<file path="config.mk">
export PLATFORM = sky130hd
export DESIGN_NAME = sensor_frame_assembler
export DESIGN_NICKNAME = d
export VERILOG_FILES = /design/src/rtl/sfa_pkg.sv /design/src/rtl/sensor_frame_assembler.sv /design/src/rtl/sfa_miss_lane.sv /design/src/rtl/sfa_core.sv
export SDC_FILE = /design/constraint.sdc
export NUM_CORES = 1
export LEC_CHECK = 0
export ABC_AREA = 1
export BUFFER_PORTS_ARGS = -buffer_cell sky130_fd_sc_hd__clkbuf_2
export CAP_MARGIN = 20
export CORE_MARGIN = 2
export CORE_UTILIZATION = 55
export CTS_BUF_LIST = sky130_fd_sc_hd__clkbuf_8 sky130_fd_sc_hd__clkbuf_16
export CTS_CLUSTER_SIZE = 12
export DETAILED_ROUTE_END_ITERATION = 8
export MAX_ROUTING_LAYER = met4
export PLACE_DENSITY_LB_ADDON = 0.1
export SYNTH_ARGS = -nofsm -noshare
export SYNTH_HDL_FRONTEND = slang
export SYNTH_SLANG_ARGS = --single-unit
</file>
<file path="constraint.sdc">
create_clock -name clk -period 4.5 [get_ports clk]
set_input_delay 0.9 -clock clk [delete_from_list [all_inputs] [get_ports clk]]
set_output_delay 0.9 -clock clk [all_outputs]
set_load 0.01 [all_outputs]
</file>
<file path="src/rtl/sfa_pkg.sv">
`timescale 1ns / 1ps
`default_nettype none

package sfa_pkg;

	localparam int MASK_W  = 10;
	localparam int LIMIT_W = 8;
	localparam int COUNT_W = 16;
	localparam int SLOT_W  = 4;
	localparam int CFG_AW  = 2;

	localparam logic [LIMIT_W-1:0] LOSS_LIMIT_RST = 8'd100;

	typedef enum logic [1:0] {
		MODE_PACKET  = 2'd0,
		MODE_TIMEOUT = 2'd1,
		MODE_RECORD  = 2'd2,
		MODE_ACCEL   = 2'd3
	} mode_t;

	typedef enum logic [1:0] {
		KIND_IMU     = 2'd0,
		KIND_ACCEL   = 2'd1,
		KIND_STRETCH = 2'd2,
		KIND_OTHER   = 2'd3
	} kind_t;

	typedef enum logic [CFG_AW-1:0] {
		REG_FRAME_MASK = 2'd0,
		REG_ACCEL_MASK = 2'd1,
		REG_LOSS_LIMIT = 2'd2,
		REG_UNUSED     = 2'd3
	} reg_idx_t;

	typedef struct packed {
		logic [1:0]         mode;
		logic [1:0]         packet_kind;
		logic [SLOT_W-1:0]  slot;
		logic [COUNT_W-1:0] frame_count;
	} item_t;

	typedef struct packed {
		logic              frame_ready;
		logic [MASK_W-1:0] frame_flags;
		logic              dropped;
		logic [MASK_W-1:0] disconnect_mask;
		logic              accel_done;
		logic              restart_timer;
	} result_t;

endpackage

`default_nettype wire

</file>
<file path="src/rtl/sensor_frame_assembler.sv">
`timescale 1ns / 1ps
`default_nettype none

// channel  dir  handshake          payload
// s_*      in   s_tvalid/s_tready  tuser: mode, packet_kind; tdata: slot, frame_count
// m_*      out  m_tvalid/m_tready  tuser: frame_ready; tdata: flags, dropped, disc, ...
// cfg_*    in   cfg_we             cfg_addr selects register, cfg_wdata
//
// One word per cycle sustained while m_tready stays high.
// Input register, combinational state update, result register; the state is
// updated when the input register hands its word to the result register.
// Reset clears all flags, counters and valids at once; no sweep.
// A stalled m_tready holds the result and backs up into s_tready.

module sensor_frame_assembler #(
	parameter int SLOT_COUNT = 10
) (
	input  wire logic        clk,
	input  wire logic        arst_n,
	input  wire logic        s_tvalid,
	output logic             s_tready,
	input  wire logic [23:0] s_tdata,  // slot[3:0], frame_count[19:4], zero pad
	input  wire logic [3:0]  s_tuser,  // mode[1:0], packet_kind[3:2]
	output logic             m_tvalid,
	input  wire logic        m_tready,
	output logic [23:0]      m_tdata,  // frame_flags[9:0], dropped[10],
	                                   // disconnect_mask[20:11], accel_done[21],
	                                   // restart_timer[22], zero pad
	output logic             m_tuser,  // frame_ready
	input  wire logic        cfg_we,
	input  wire logic [1:0]  cfg_addr,
	input  wire logic [9:0]  cfg_wdata
);
	import sfa_pkg::*;

	logic    valid_s1, valid_s2, adv, fire;
	item_t   item_s1;
	result_t res, res_s2;

	assign adv      = !valid_s2 || m_tready;
	assign fire     = valid_s1 && adv;
	assign s_tready = !valid_s1 || adv;

	always_ff @(posedge clk or negedge arst_n) begin
		if (!arst_n) begin
			valid_s1 <= 1'b0;
		end else if (s_tready) begin
			valid_s1 <= s_tvalid;
		end
	end

	always_ff @(posedge clk) begin
		if (s_tready && s_tvalid) begin
			item_s1.mode        <= s_tuser[1:0];
			item_s1.packet_kind <= s_tuser[3:2];
			item_s1.slot        <= s_tdata[3:0];
			item_s1.frame_count <= s_tdata[19:4];
		end
	end

	sfa_core #(
		.SLOT_COUNT (SLOT_COUNT)
	) u_core (
		.clk       (clk),
		.arst_n    (arst_n),
		.cfg_we    (cfg_we),
		.cfg_addr  (cfg_addr),
		.cfg_wdata (cfg_wdata),
		.fire      (fire),
		.item      (item_s1),
		.res       (res)
	);

	always_ff @(posedge clk or negedge arst_n) begin
		if (!arst_n) begin
			valid_s2 <= 1'b0;
		end else if (adv) begin
			valid_s2 <= valid_s1;
		end
	end

	always_ff @(posedge clk) begin
		if (fire) begin
			res_s2 <= res;
		end
	end

	assign m_tvalid = valid_s2;
	assign m_tuser  = res_s2.frame_ready;
	assign m_tdata  = {1'b0, res_s2.restart_timer, res_s2.accel_done,
		res_s2.disconnect_mask, res_s2.dropped, res_s2.frame_flags};

endmodule

`default_nettype wire

</file>
<file path="src/rtl/sfa_miss_lane.sv">
`timescale 1ns / 1ps
`default_nettype none

module sfa_miss_lane (
	input  wire logic                       clk,
	input  wire logic                       arst_n,
	input  wire logic                       upd,
	input  wire logic                       clr,
	input  wire logic                       miss,
	input  wire logic [sfa_pkg::LIMIT_W-1:0] loss_limit,
	output logic                            disc
);
	import sfa_pkg::*;

	logic [LIMIT_W-1:0] cnt_q;
	logic [LIMIT_W:0]   inc;

	// missed count plus one, wraps to zero at the loss limit
	assign inc  = {1'b0, cnt_q} + 1'b1;
	assign disc = miss && (inc >= {1'b0, loss_limit});

	always_ff @(posedge clk or negedge arst_n) begin
		if (!arst_n) begin
			cnt_q <= '0;
		end else if (clr) begin
			cnt_q <= '0;
		end else if (upd) begin
			if (!miss || disc) begin
				cnt_q <= '0;
			end else begin
				cnt_q <= inc[LIMIT_W-1:0];
			end
		end
	end

endmodule

`default_nettype wire

</file>
<file path="src/rtl/sfa_core.sv">
`timescale 1ns / 1ps
`default_nettype none

module sfa_core #(
	parameter int SLOT_COUNT = 10
) (
	input  wire logic                        clk,
	input  wire logic                        arst_n,
	input  wire logic                        cfg_we,
	input  wire logic [sfa_pkg::CFG_AW-1:0]  cfg_addr,
	input  wire logic [sfa_pkg::MASK_W-1:0]  cfg_wdata,
	input  wire logic                        fire,
	input  wire sfa_pkg::item_t              item,
	output sfa_pkg::result_t                 res
);
	import sfa_pkg::*;

	localparam int SC = SLOT_COUNT;
	localparam int SW = (SC > 1) ? $clog2(SC) : 1;
	localparam int CW = (SC > MASK_W) ? SC : MASK_W;

	logic [MASK_W-1:0]  frame_mask_q;
	logic [MASK_W-1:0]  accel_mask_q;
	logic [LIMIT_W-1:0] loss_limit_q;

	logic [SC-1:0]      rcv_q, rcv_d, rcv_a;
	logic [SC-1:0]      acc_q, acc_d, acc_a;
	logic               tp_q, tp_d;
	logic               fs_q, fs_d;
	logic [COUNT_W-1:0] left_q, left_d;

	logic               busy, slot_ok, match_n, match_a, hit, fs_a;
	logic               cnt_upd, cnt_clr;
	logic [SC-1:0]      miss, disc;
	logic [SW-1:0]      sidx;
	result_t            r;

	assign busy    = (left_q != '0);
	assign slot_ok = ({1'b0, item.slot} < (SLOT_W + 1)'(SC));
	assign sidx    = item.slot[SW-1:0];

	always_comb begin
		rcv_a = rcv_q;
		acc_a = acc_q;
		r     = '0;
		if (item.mode == MODE_PACKET) begin
			if (item.packet_kind == KIND_IMU && !busy) begin
				if (slot_ok) begin
					if (rcv_q[sidx]) begin
						r.dropped = 1'b1;
					end else begin
						rcv_a[sidx] = 1'b1;
					end
				end
			end else if (item.packet_kind == KIND_ACCEL && busy) begin
				if (slot_ok) begin
					acc_a[sidx] = 1'b1;
				end
			end else if (item.packet_kind == KIND_STRETCH && !busy) begin
				rcv_a[SC-1] = 1'b1;
			end
		end
	end

	assign match_n = (CW'(rcv_a) == CW'(frame_mask_q));
	assign match_a = (CW'(acc_a) == CW'(accel_mask_q));
	assign hit     = match_n || tp_q;
	assign fs_a    = match_n || fs_q;
	assign miss    = ~rcv_a;

	always_comb begin
		rcv_d   = rcv_q;
		acc_d   = acc_q;
		tp_d    = tp_q;
		fs_d    = fs_q;
		left_d  = left_q;
		cnt_upd = 1'b0;
		cnt_clr = 1'b0;
		res     = r;
		case (item.mode)
			MODE_TIMEOUT: begin
				tp_d = 1'b1;
			end
			MODE_RECORD: begin
				fs_d              = 1'b0;
				rcv_d             = '0;
				cnt_clr           = 1'b1;
				tp_d              = 1'b0;
				left_d            = '0;
				res.restart_timer = 1'b1;
			end
			MODE_ACCEL: begin
				fs_d    = 1'b0;
				acc_d   = '0;
				rcv_d   = '0;
				cnt_clr = 1'b1;
				left_d  = item.frame_count;
				tp_d    = 1'b0;
			end
			default: begin
				rcv_d = rcv_a;
				acc_d = acc_a;
				if (hit) begin
					cnt_upd           = tp_q;
					cnt_clr           = match_n;
					tp_d              = 1'b0;
					fs_d              = fs_a;
					res.restart_timer = 1'b1;
					if (tp_q) begin
						res.disconnect_mask = MASK_W'(CW'(disc));
					end
					if (fs_a) begin
						res.frame_ready = 1'b1;
						res.frame_flags = MASK_W'(CW'(rcv_a));
						rcv_d           = '0;
					end
				end
				if (busy && match_a) begin
					res.frame_ready = 1'b1;
					res.frame_flags = MASK_W'(CW'(acc_a));
					acc_d           = '0;
					left_d          = left_q - 1'b1;
					res.accel_done  = (left_q == COUNT_W'(1));
				end
			end
		endcase
	end

	for (genvar i = 0; i < SC; i++) begin : g_lane
		sfa_miss_lane u_lane (
			.clk        (clk),
			.arst_n     (arst_n),
			.upd        (fire && cnt_upd),
			.clr        (fire && cnt_clr),
			.miss       (miss[i]),
			.loss_limit (loss_limit_q),
			.disc       (disc[i])
		);
	end

	always_ff @(posedge clk or negedge arst_n) begin
		if (!arst_n) begin
			frame_mask_q <= '0;
			accel_mask_q <= '0;
			loss_limit_q <= LOSS_LIMIT_RST;
		end else if (cfg_we) begin
			case (cfg_addr)
				REG_FRAME_MASK: frame_mask_q <= cfg_wdata;
				REG_ACCEL_MASK: accel_mask_q <= cfg_wdata;
				REG_LOSS_LIMIT: loss_limit_q <= cfg_wdata[LIMIT_W-1:0];
				default: ;
			endcase
		end
	end

	always_ff @(posedge clk or negedge arst_n) begin
		if (!arst_n) begin
			rcv_q  <= '0;
			acc_q  <= '0;
			tp_q   <= 1'b0;
			fs_q   <= 1'b0;
			left_q <= '0;
		end else if (fire) begin
			rcv_q  <= rcv_d;
			acc_q  <= acc_d;
			tp_q   <= tp_d;
			fs_q   <= fs_d;
			left_q <= left_d;
		end
	end

endmodule

`default_nettype wire
</file>
==> results list, run 1 <==
* Measured slew at the worst slew-check pin: 0.931 ns
* Post-Place Cell Area: 13,000 sq um
* Proportion of synthesized flip-flops having asynchronous set or reset: 0.755
* Number of nets in the synthesized netlist: 1,696
- After synthesis, the largest family of logic cells by area is simple AND/OR/NAND/NOR gates.
* Number of CTS-inserted buffers: 17
* Final net count: 1,753
- Of the total synthesized cell area, the portion taken by full adders, half adders and majority gates is 0.0978.
* Total power density per cell area: 408 nW/um^2
- From bottom edge to top edge, the die measures 154 um.
* Remaining max-slew budget at the tightest pin: 0.376
* Antenna fix cells: 0
* Category of the worst setup path launch point: flop
* Average detailed-routed wire length per instance: 16.0 um
- The die covers 23,800 sq um.
- Clock tree from TritonCTS: done
* Number of global-route vias before repair: 10,300
- Average via count per standard cell: 5.60
* XOR/XNOR Fraction of Synth Area: 0.0431
* Final critical path time including I/O delays and setup: 3.58 ns
- The most used flip-flop cell after synthesis is sky130_fd_sc_hd__dfrtp_1.
- Synth Cell Area: 12,400 sq um
* Die width: 154 um
- Of the cells placed in the final design, the portion with a size suffix greater than 1 is 0.0881.
- Count of unresolved DRC violations after routing: 0
- EDFF count, synth: 48
* Yosys synthesis warning count: 0
- Max-cap violations in this run came to 0.
- Data arrives at the worst endpoint at 3.87 ns.
- Classification of the worst setup path: flop to flop
- Setup repair after global routing left no endpoint under its margin.
* Initial antenna violation count: 0
* Pins Over Slew Limit: 0
* Residual antenna-violating net count after detailed routing: 0
* Post_cts resized: 0
- STA classifies the critical path endpoint as a flop.
- Maximum clock frequency: 280 MHz
- Detailed Route Iter0 Violations: 754
* Final weighted congestion of routability-driven global placement: 0.912
- Total track usage: 0.277
* Synthesis-to-finish area growth: 10.3%
- Adding up every negative setup slack in the final design gives 0 ns.
- Hold crit path type: flop to flop
* Syn Area/Cell: 7.98 sq um
- After synthesis, the share of cell area in mux cells is 0.000908.
- For this run, the register share of the synthesized area comes to 0.415.
- Pwr Total: 5.58 mW
- Once layout is done, the placed cells without fillers occupy 13,700 sq um.
- Final setup slack of the worst path: 0.923 ns
* Yosys reg bits: 196
- Of the total synthesized cell area, the portion taken by AND, OR, NAND and NOR gates is 0.259.
* Buffers from clock root to sink, at most: 2
- Run status: finished clean
- Final setup violation count: 0
- Max stage delay on crit path: 0.41 ns
* Req. time, crit path: 4.79 ns
- Global-route wire length before repair: 51,100 um
* Unique masters post-synth: 53
- Hold repair after CTS inserted 0 buffers.
- Cell count after synthesis: 1,554
- CORE AREA: 22,000 sq um
* Via count: 10,700
- CTS built an H-tree with a depth of 4.
- Reported leakage power: 6.81 nW
- Input and output buffers added on the ports amount to 66.
- Worst supply voltage drop on vdd: 0.229 mV
- Fillers: 1,917
* IO Count: 72
- Detailed placement HPWL: 20,800 um
- CP bufs+invs: 2
- Starting density of the core: 0.565
* Final hold violation count: 0
* Post-Place Setup Slack: 1.04 ns
- Summed over all layers, the global routing overflow is 0.
* Total wire length: 30,400 um
- Clk slew on worst S/H paths: 0.08 ns
- Clock insertion delay at the later pin of the skew report: 0.45 ns
* Cell-by-cell listing of the critical path: inv_1 > ha_1 > nand2_1 > nor2_4 > nand3_2 > nand2_1 > inv_2 > nand2_1 > nand2_1 > nand2_1 > nand4_1 > nor2_2 > nand2_4 > o211ai_1 > nand2_1 > nor2_1
* Crit path top cell by count: sky130_fd_sc_hd__nand2_1
- Dividing the final minimum period by the clock period gives 0.795.
* Buffers inserted by post-CTS timing repair: 0
- Entering global routing, the biggest net connects 96 pins.
* Synthesized-area fraction occupied by ao, oa, aoi and oai cells: 0.108
- The clock arrives with 0.0176 ns of skew.
- Broken down by cell family, the worst path's largest delay share belongs to simple AND/OR/NAND/NOR gates.
- Slowest-stage cell, CP: sky130_fd_sc_hd__dfrtp_1
* First drt pass iteration count: 5
* Buffer cell driving the clock tree root: sky130_fd_sc_hd__clkbuf_16
* Crit Path Max Fanout: 26
- The floorplan has 54 rows.
* Clock sink count: 196
synth_stat cells (4+ instances only):
cell / n / area share
sky130_fd_sc_hd__a211oi_1: 4 / 0.0024
sky130_fd_sc_hd__a21oi_1: 111 / 0.045
sky130_fd_sc_hd__buf_2: 12 / 0.0048
sky130_fd_sc_hd__buf_4: 4 / 0.0024
sky130_fd_sc_hd__clkbuf_1: 29 / 0.0088
sky130_fd_sc_hd__dfrtp_1: 145 / 0.29
sky130_fd_sc_hd__edfxtp_1: 48 / 0.12
sky130_fd_sc_hd__ha_1: 97 / 0.098
sky130_fd_sc_hd__inv_1: 194 / 0.059
sky130_fd_sc_hd__nand2_1: 369 / 0.11
sky130_fd_sc_hd__nand2_2: 4 / 0.0020
sky130_fd_sc_hd__nand3_1: 134 / 0.054
sky130_fd_sc_hd__nand3b_1: 21 / 0.013
sky130_fd_sc_hd__nand4_1: 53 / 0.027
sky130_fd_sc_hd__nor2_1: 95 / 0.029
sky130_fd_sc_hd__nor2_4: 4 / 0.0036
sky130_fd_sc_hd__nor3_1: 22 / 0.0089
sky130_fd_sc_hd__nor3b_1: 4 / 0.0024
sky130_fd_sc_hd__o211ai_1: 7 / 0.0042
sky130_fd_sc_hd__o21ai_0: 68 / 0.027
sky130_fd_sc_hd__o21ai_1: 7 / 0.0028
sky130_fd_sc_hd__o22ai_1: 12 / 0.0061
sky130_fd_sc_hd__xnor2_1: 7 / 0.0049
sky130_fd_sc_hd__xor2_1: 54 / 0.038
final timing paths:
check                            startpoint                               end  slack (ns)  depth (start not counted)
setup / recovery           u_core.left_q[0]                        m_tdata[4]        0.92                         16
hold / removal                  u_core.fs_q                       u_core.fs_q        0.50                          2
setup reg to reg           u_core.left_q[0]                        m_tdata[4]        0.92                         16
hold reg to reg                 u_core.fs_q                       u_core.fs_q        0.50                          2
max in group asynchronous            arst_n  u_core.g_lane[0].u_lane.cnt_q[0]        3.00                          2
min in group asynchronous            arst_n            u_core.accel_mask_q[4]        0.51                          1
worst register-to-register path, cell delays in order, from the launching register on:
cell                       delay (ns)
sky130_fd_sc_hd__dfrtp_1         0.41
sky130_fd_sc_hd__inv_1           0.12
sky130_fd_sc_hd__ha_1            0.17
sky130_fd_sc_hd__nand2_1         0.08
sky130_fd_sc_hd__nor2_4          0.24
sky130_fd_sc_hd__nand3_2         0.32
sky130_fd_sc_hd__nand2_1         0.24
sky130_fd_sc_hd__inv_2           0.10
sky130_fd_sc_hd__nand2_1         0.10
sky130_fd_sc_hd__nand2_1         0.11
sky130_fd_sc_hd__nand2_1         0.09
sky130_fd_sc_hd__nand4_1         0.09
sky130_fd_sc_hd__nor2_2          0.35
sky130_fd_sc_hd__nand2_4         0.28
sky130_fd_sc_hd__o211ai_1        0.20
sky130_fd_sc_hd__nand2_1         0.30
sky130_fd_sc_hd__nor2_1          0.21
final cells by class:
type                    count  area [sq um]  area share
multi-input cells        1116          6330       0.463
repair buffers             84           494      0.0361
flip-flops and latches    196          5150       0.376
inverters                 196           736      0.0538
well taps                 280           350      0.0256
clock inverters            15           194      0.0142
clock buffers              17           425      0.0311
state kept, by name, indices dropped and copies added, names as in the netlist:
register	cells
u_core.left_q	16
u_core.frame_mask_q	10
valid_s1	1
u_core.fs_q	1
u_core.tp_q	1
m_tuser	1
u_core.accel_mask_q	10
u_core.loss_limit_q	8
m_tdata	23
u_core.acc_q	10
u_core.rcv_q	10
item_s1	24
m_tvalid	1
u_core.g_lane.u_lane.cnt_q	80
layout by cell type (no fill, tap or decap), types with 12 or more instances in the layout:
| cell type | n |
|---|---|
| sky130_fd_sc_hd__buf_4 | 15 |
| sky130_fd_sc_hd__inv_1 | 194 |
| sky130_fd_sc_hd__nand3b_1 | 21 |
| sky130_fd_sc_hd__xor2_1 | 54 |
| sky130_fd_sc_hd__edfxtp_1 | 48 |
| sky130_fd_sc_hd__a21oi_1 | 111 |
| sky130_fd_sc_hd__clkbuf_16 | 17 |
| sky130_fd_sc_hd__nor3_1 | 21 |
| sky130_fd_sc_hd__nor2_1 | 95 |
| sky130_fd_sc_hd__ha_1 | 97 |
| sky130_fd_sc_hd__nand3_1 | 134 |
| sky130_fd_sc_hd__clkbuf_2 | 66 |
| sky130_fd_sc_hd__nand4_1 | 53 |
| sky130_fd_sc_hd__o22ai_1 | 12 |
| sky130_fd_sc_hd__nand2_1 | 369 |
| sky130_fd_sc_hd__dfrtp_1 | 145 |
| sky130_fd_sc_hd__o21ai_0 | 68 |
per-layer routing:
metal | vias to the layer above | part of all wire | track usage
li1 | 5321 | - | -
met1 | 4991 | 0.46 | 0.370
met2 | 280 | 0.46 | 0.436
met5 | - | 0 | -
met3 | 62 | 0.051 | 0.0398
met4 | 0 | 0.029 | 0.0979
power by group:
part	switching, mW	internal [mW]
Clock	0.819	0.769
Sequential	0.197	2.08
Combinational	1.15	0.563
cell families (layout without fill, tap and decap cells):
group           count (synthesis)  in the layout
buf+inv                       242            312
compound gates                237            237
xor+xnor                       61             61
mux                             1              1
other cells                     1              1
flops                         196            196
fa+ha+maj                      97             97
simple gates                  719            719
stage by stage:
| step | utilization | hold WS (ns) | instances |
|---|---|---|---|
| floorplan | - | 0.441 | 1554 |
| detailed placement | 0.594 | 0.465 | 1870 |
| global route | 0.623 | 0.514 | 1904 |
| global placement | 0.594 | 0.458 | 1870 |
| CTS | 0.622 | 0.493 | 1902 |
| finish | 0.623 | 0.495 | 1904 |
Power figures use the tool's default switching activity.
==> run 2: changes to the inputs <==
==> constraint.sdc (replaced) <==
create_clock -name clk -period 3.4 [get_ports clk]
set_input_delay 0.68 -clock clk [delete_from_list [all_inputs] [get_ports clk]]
set_output_delay 0.68 -clock clk [all_outputs]
set_load 0.01 [all_outputs]
==> run 2 against run 1 <==
  * Clock skew up 0.0029 ns
  * Total power up 34%
  * First-iteration DRC count up 4.1%
  * Global-route usage up 0.27 points
  * Non-clock buffer count up 10
  * Sequential power up 32%
  * Final cell count up 0.53%
  * Register-to-register slack worse by 0.62 ns
  * Fmax up 16%
  * Critical path depth up 2
  * Wire length up 1.4%
  * Clock-buffer cell count unchanged
==> results list, run 2 (synthesis results as in run 1) <==
- Run status: finished clean
- The core region area was 22,000 sq um (unchanged).
- Worst supply voltage drop on vdd: 0.338 mV (+48%)
- TritonCTS built the clock tree.
* Clock power frac: 0.291 (+0.006)
- In this run the critical register-to-register path is launched from u_core.left_q[0].
* Number of global-route vias before repair: 10,400 (+1.3%)
- The flip-flop count of the largest register after layout came to 80 (unchanged).
- Setup TNS: 0 ns (unchanged)
- The largest driver fanout on the critical path came to 11 (-58%).
- The internal portion of total power was 4.67 mW (+37%).
- The residual antenna-violating net count after detailed routing is 0 (unchanged).
* Maximum clock frequency: 323 MHz (+16%)
* Via count: 10,700 (+0.49%)
- The total number of placement rows was 54 (unchanged).
- The number of post-CTS setup repair buffers is 0 (unchanged).
* RSZ-0062 raised after global routing: no
* Clock insertion delay at the later pin of the skew report: 0.45 ns (about the same)
- Final setup violation count: 0 (unchanged)
* Share of total power consumed by net switching: 0.376 (-0.0123)
- Area of the die: 23,800 sq um (unchanged)
* Clk slew on worst S/H paths: 0.08 ns (about the same)
- Initial antenna violation count: 0 (unchanged)
- The post-route cell area was 13,800 sq um (+0.77%).
- The overall overflow remaining after global route was 0 (unchanged).
- Reg with most FFs: u_core.g_lane.u_lane.cnt_q
- Final setup slack of the worst path: 0.306 ns (-0.617 ns)
- Post-Place Cell Area: 13,200 sq um (+0.88%)
- The number of detailed-routing iterations run before antenna repair is 5 (unchanged).
* Total wire length: 30,800 um (+1.4%)
- Category of the worst setup path launch point: flop
- The vias per cell was 5.59 (about the same).
- The tree is rooted in a sky130_fd_sc_hd__clkbuf_16.
* Detailed placement HPWL: 21,400 um (+2.9%)
- Final net count: 1,763 (+0.57%)
- Number of CTS-inserted buffers: 17 (unchanged)
- Detailed Route Iter0 Violations: 785 (+4.1%)
* Clock Skew: 0.0205 ns (+0.00286 ns)
* Clock sink count: 196 (unchanged)
* Top library cells by usage in the layout, fill and taps aside: sky130_fd_sc_hd__nand2_1, sky130_fd_sc_hd__inv_1, sky130_fd_sc_hd__dfrtp_1, sky130_fd_sc_hd__nand3_1, sky130_fd_sc_hd__a21oi_1
* Req. time, crit path: 3.69 ns (-1.10 ns)
- The CTS H-tree depth came to 4 (unchanged).
* Classification of the worst setup path: flop to flop
- Final weighted congestion of routability-driven global placement: 0.908 (-0.42%)
* Count of port buffers added during placement: 66 (unchanged)
- In this run the worst hold path is classified as input port to async pin.
* Sw power: 2.81 mW (+30%)
* Most common cell after layout, fill and taps aside: sky130_fd_sc_hd__nand2_1
* Buffers from clock root to sink, at most: 2 (unchanged)
* Final hold violation count: 0 (unchanged)
- The area growth from synthesis to layout is 11.1%.
- Final critical path time including I/O delays and setup: 3.09 ns (-0.483 ns)
* Die width: 154 um (unchanged)
- Global-route wire length before repair: 51,700 um (+1.0%)
- The relative contribution of combinational cells to total power is 0.307 (about the same).
- Remaining max-slew budget at the tightest pin: 0.362 (-0.0132)
* Sequential share of power: 0.402 (-0.006)
* Die boundary height: 154 um (unchanged)
- In this run the worst setup path begins at u_core.left_q[0].
- Core utilization of the finished layout: 0.628 (+0.00479)
* Count of unresolved DRC violations after routing: 0 (unchanged)
- Post-Place Setup Slack: 0.343 ns (-0.695 ns)
- Final period util: 0.910 (+0.115)
- The total I/O pin count came to 72 (unchanged).
- The power density normalized to cell area is 543 nW/um^2 (+33%).
- The final antenna diode count was 0 (unchanged).
* Measured slew at the worst slew-check pin: 0.955 ns (+0.0244 ns)
* Reported leakage power: 6.87 nW (+0.87%)
- Post_cts resized: 0 (unchanged)
* Average detailed-routed wire length per instance: 16.1 um (+0.85%)
- The max-slew violation count was 0 (unchanged).
- Total track usage: 0.280 (+0.00274)
- Starting density of the core: 0.565 (unchanged)
* Cts-stage hold buffer count: 0 (unchanged)
* Endpoint arrival time on the critical path: 3.39 ns (-0.48 ns)
* Largest net degree at the start of global routing: 81 (-16%)
* Max cap viols: 0 (unchanged)
* Crit. End Element: flop
* Share of cells above drive strength 1: 0.0936 (+0.00558)
## run 2: critical path: stages, from the launching register on
cell,delay (ns)
sky130_fd_sc_hd__dfrtp_1,0.40
sky130_fd_sc_hd__inv_1,0.13
sky130_fd_sc_hd__ha_1,0.16
sky130_fd_sc_hd__nand2_1,0.08
sky130_fd_sc_hd__nor2_4,0.22
sky130_fd_sc_hd__nand3_2,0.19
sky130_fd_sc_hd__nand2_1,0.18
sky130_fd_sc_hd__inv_2,0.10
sky130_fd_sc_hd__nand2_1,0.10
sky130_fd_sc_hd__nand2_1,0.09
sky130_fd_sc_hd__nand2_1,0.07
sky130_fd_sc_hd__nand2_1,0.04
sky130_fd_sc_hd__nor2_1,0.09
sky130_fd_sc_hd__nand2_1,0.08
sky130_fd_sc_hd__nor2_4,0.22
sky130_fd_sc_hd__nand2_4,0.13
sky130_fd_sc_hd__o211ai_1,0.14
sky130_fd_sc_hd__nand2_1,0.30
sky130_fd_sc_hd__nor2_1,0.19
## run 2: per-layer routing
layer	part of all wire	global-route usage	vias up
li1	-	-	5326
met1	0.45	0.371	5101
met2	0.47	0.445	240
met3	0.050	0.0426	39
met4	0.021	0.0908	0
met5	0	-	-
## run 2: path summary, 6_finish.rpt
kind | slack (ns) | endpoint | cells past startpoint
max in group asynchronous | 2.37 | u_core.frame_mask_q[2] | 2
worst min-delay path | 0.20 | u_core.accel_mask_q[4] | 1
worst min register to register | 0.48 | u_core.fs_q | 2
worst max register to register | 0.31 | m_tdata[6] | 18
min in group clk | 0.39 | item_s1[14] | 1
worst max-delay path | 0.31 | m_tdata[6] | 18
## run 2: metrics by stage
stage,power (mW),hold slack (ns),std cells
final,7.48,0.200,1914
after global routing,7.98,0.256,1914
after CTS,7.52,0.241,1914
after detailed placement,5.33,0.458,1882
after global placement,5.26,0.455,1882
after floorplan,4.61,0.384,1554
## run 2: layout make-up
cell class                 instances  area (sq um)
fill                            1969          8170
multi-input combinational       1116          6330
sequential                       196          5150
inverter                         196           736
timing repair buffer              94           584
clock buffer                      17           425
tap                              280           350
clock inverter                    15           209
## run 2: power groups by stage
stage	logic [mW]	registers, mW	clock network, mW
5_1_grt	2.62	3.05	2.31
3_5_place_dp	2.27	3.05	0
3_3_place_gp	2.21	3.04	0
2_1_floorplan	1.62	2.99	0
4_1_cts	2.30	3.01	2.21
6_report	2.30	3.01	2.18
==> run 3: changes to the inputs <==
--- a/config.mk
+++ b/config.mk
@@ -8,6 +8,7 @@
 export ABC_AREA = 1
 export BUFFER_PORTS_ARGS = -buffer_cell sky130_fd_sc_hd__clkbuf_2
 export CAP_MARGIN = 20
+export CORE_ASPECT_RATIO = 2
 export CORE_MARGIN = 2
 export CORE_UTILIZATION = 55
 export CTS_BUF_LIST = sky130_fd_sc_hd__clkbuf_8 sky130_fd_sc_hd__clkbuf_16
==> constraint.sdc (replaced) <==
create_clock -name clk -period 2.9 [get_ports clk]
set_input_delay 0.58 -clock clk [delete_from_list [all_inputs] [get_ports clk]]
set_output_delay 0.58 -clock clk [all_outputs]
set_load 0.01 [all_outputs]
==> run 3 against run 2 <==
  * The run now ends with setup timing left
  * Global-route usage increased by 2.5 points
  * Worst hold slack got worse by 0.10 ns
  * Non-clock buffer count increased by 73
  * Worst setup slack got worse by 0.33 ns
  * Total power increased by 21%
  * Critical path depth decreased by 3
  * Register-to-register slack got worse by 0.33 ns
  * Highest routed layer unchanged
==> results list, run 3 (synthesis results as in run 1) <==
- CORE AREA: 22,200 sq um (+0.91%)
- Post-Place Setup Slack: -0.0125 ns (-0.356 ns)
* Pins Over Slew Limit: 0 (unchanged)
* Antenna fix cells: 0 (unchanged)
- In the layout the commonest cells are sky130_fd_sc_hd__nand2_1, sky130_fd_sc_hd__inv_1, sky130_fd_sc_hd__dfrtp_1, sky130_fd_sc_hd__nand3_1, sky130_fd_sc_hd__a21oi_1.
- The library cell used most frequently in the layout, excluding fill and tap cells, is sky130_fd_sc_hd__nand2_1.
* Violated checks: setup timing
- Final net count: 1,836 (+4.1%)
- The vias per cell came to 5.69 (+1.8%).
- The initial antenna violation count came to 0 (unchanged).
- Buffer cell driving the clock tree root: sky130_fd_sc_hd__clkbuf_16
- The clock-pin slew reported for the worst setup and hold paths after clock tree synthesis is 0.07 ns (about the same).
- Clock sink count: 196 (unchanged)
- Hold crit path type: input port to async pin
- Die width: 110 um (-29%)
- Final setup violation count: 1 (+1)
- Clock tree from TritonCTS: done
* Count of port buffers added during placement: 66 (unchanged)
- The required time of the critical path came to 3.29 ns (-0.40 ns).
- The timing-limited maximum frequency is 342 MHz (+5.8%).
- The number of DRC markers in iteration 0 was 731 (-6.9%).
- The global placer's final weighted congestion is 0.981 (+8.0%).
- Cell row count: 77 (+43%)
- The power after layout was 9.09 mW (+21%).
* Endpoint arrival time on the critical path: 3.31 ns (-0.08 ns)
* Die boundary height: 216 um (+40%)
* Total track usage: 0.305 (+0.0252)
- The power density normalized to cell area is 628 nW/um^2 (+16%).
* Total wire length: 34,300 um (+11%)
* Share of cells above drive strength 1: 0.150 (+0.0563)
- Count of unresolved DRC violations after routing: 0 (unchanged)
- Buffers from clock root to sink, at most: 2 (unchanged)
- Area of the die: 23,900 sq um (+0.30%)
- Number of H-tree branching levels: 4 (unchanged)
- The number of maximum-capacitance constraint violations came to 0 (unchanged).
- Measured slew at the worst slew-check pin: 0.759 ns (-0.197 ns)
- The effective utilization at floorplan was 0.560 (-0.00511).
- Setup repair after global routing could not meet its margin everywhere.
- Register-to-Register Setup Slack: -0.02 ns (-0.33 ns)
- First drt pass iteration count: 7 (+2)
* Total congestion overflow after global routing: 0 (unchanged)
- Final period util: 1.01 (+0.0980)
* Crit. End Element: flop
- The largest net degree at the start of global routing was 58 (-28%).
* Final hold violation count: 0 (unchanged)
* Max stage delay on crit path: 0.43 ns (+0.03 ns)
* Cts-stage hold buffer count: 0 (unchanged)
- Global-route wire length before repair: 54,400 um (+5.2%)
- The worst setup path is launched from a flop.
- Ranked by flip-flop count, first place goes to u_core.g_lane.u_lane.cnt_q.
* Number of flip-flops under the largest register name: 80 (unchanged)
- IO Count: 72 (unchanged)
* Classification of the worst setup path: flop to flop
- The later-pin clock latency in the skew report was 0.46 ns (about the same).
- The final worst-path setup slack was -0.0231 ns (-0.329 ns).
- The largest driver fanout on the critical path came to 8 (-3).
- Number of global-route vias before repair: 11,300 (+9.0%)
- The signal on the critical path passes through ha_2 > nand3_2 > nand3b_1 > xor2_2 > ha_4 > nand3_4 > nor2_4 > a221oi_2 > nand2_1 > nand2_1 > nand3b_1 > a211oi_2 > buf_6 > nand3_2 > a21oi_2.
- Average detailed-routed wire length per instance: 17.3 um (+7.2%)
* Detailed placement HPWL: 25,300 um (+18%)
- The number of clock buffers inserted by TritonCTS was 17 (unchanged).
- Run status: complete, but fails checks
- Relative to the synthesized area, the layout overhead comes to 16.6%.
- Remaining max-slew budget at the tightest pin: 0.492 (+0.130)
* Worst supply voltage drop on vdd: 0.487 mV (+44%)
- The slowest stage of the critical path belongs to the cell sky130_fd_sc_hd__dfrtp_1.
* Final critical path time including I/O delays and setup: 2.92 ns (-0.171 ns)
* Clock Skew: 0.0113 ns (-0.00918 ns)
- Reported leakage power: 7.20 nW (+4.8%)
* Via count: 11,300 (+5.5%)
* Residual antenna-violating net count after detailed routing: 0 (unchanged)
run 3: cell count changes in the layout (fill, tap and decap cells not counted), sizes merged:
cell | previous run | this run
clkinvlp | 0 | 3
buf | 29 | 102
inv | 205 | 203
bufinv | 2 | 1
run 3: path summary, 6_finish.rpt:
| kind | to | cells past startpoint | start |
|---|---|---|---|
| min reg2reg | u_core.fs_q | 2 | u_core.fs_q |
| max | u_core.g_lane[3].u_lane.cnt_q[6] | 15 | u_core.g_lane[3].u_lane.cnt_q[0] |
| max in group asynchronous | u_core.g_lane[5].u_lane.cnt_q[1] | 2 | arst_n |
| min | u_core.left_q[9] | 1 | arst_n |
| max reg2reg | u_core.g_lane[3].u_lane.cnt_q[6] | 15 | u_core.g_lane[3].u_lane.cnt_q[0] |
| min in group clk | item_s1[12] | 1 | s_tdata[16] |
run 3: critical path: cells and delay by family (launching register included):
kind	cells	cell delay (ns)
XOR/XNOR	1	0.31
flip-flops	1	0.43
AO/OA/AOI/OAI	3	0.66
buffers and inverters	1	0.17
adder cells (fa/ha/maj)	2	0.49
AND/OR/NAND/NOR	8	0.79
run 3: metal layers:
layer,up-vias,share of wire,track usage
met5,-,0,-
met4,0,0.060,0.168
met3,118,0.032,0.0454
met2,286,0.55,0.556
met1,5396,0.36,0.299
li1,5490,-,-
run 3: area by class of cell:
cell class	count	area, sq um
clock buffer	17	425
clock inverter	15	145
fill	1960	7690
inverter	196	736
multi-input combinational	1116	6490
sequential	196	5150
tap	276	345
timing repair buffer	167	1190
run 3: power by group:
group | internal (mW) | total (mW) | switching, mW
Combinational | 1.24 | 3.19 | 1.95
Clock | 1.21 | 2.35 | 1.15
Sequential | 3.23 | 3.54 | 0.320
run 3: what timing repair did:
| action | CTS | global route |
|---|---|---|
| hold endpoints to repair | 0 | 0 |
| gates resized for setup | 2 | 35 |
| endpoints found under the setup margin | 2 | 97 |
| pin swaps | 0 | 15 |
| setup buffers | 0 | 12 |
run 3: metrics by stage:
step | std cells | setup TNS, ns | cell area [sq um] | utilization | hold slack [ns]
2_1_floorplan | 1554 | 0 | 12400 | - | 0.284
3_3_place_gp | 1939 | 0 | 13700 | 0.616 | 0.455
3_5_place_dp | 1939 | -0.0125 | 13700 | 0.616 | 0.477
4_1_cts | 1971 | 0 | 14200 | 0.643 | 0.111
5_1_grt | 1983 | -2.04 | 14500 | 0.653 | 0.125
6_report | 1983 | -0.0231 | 14500 | 0.653 | 0.0982
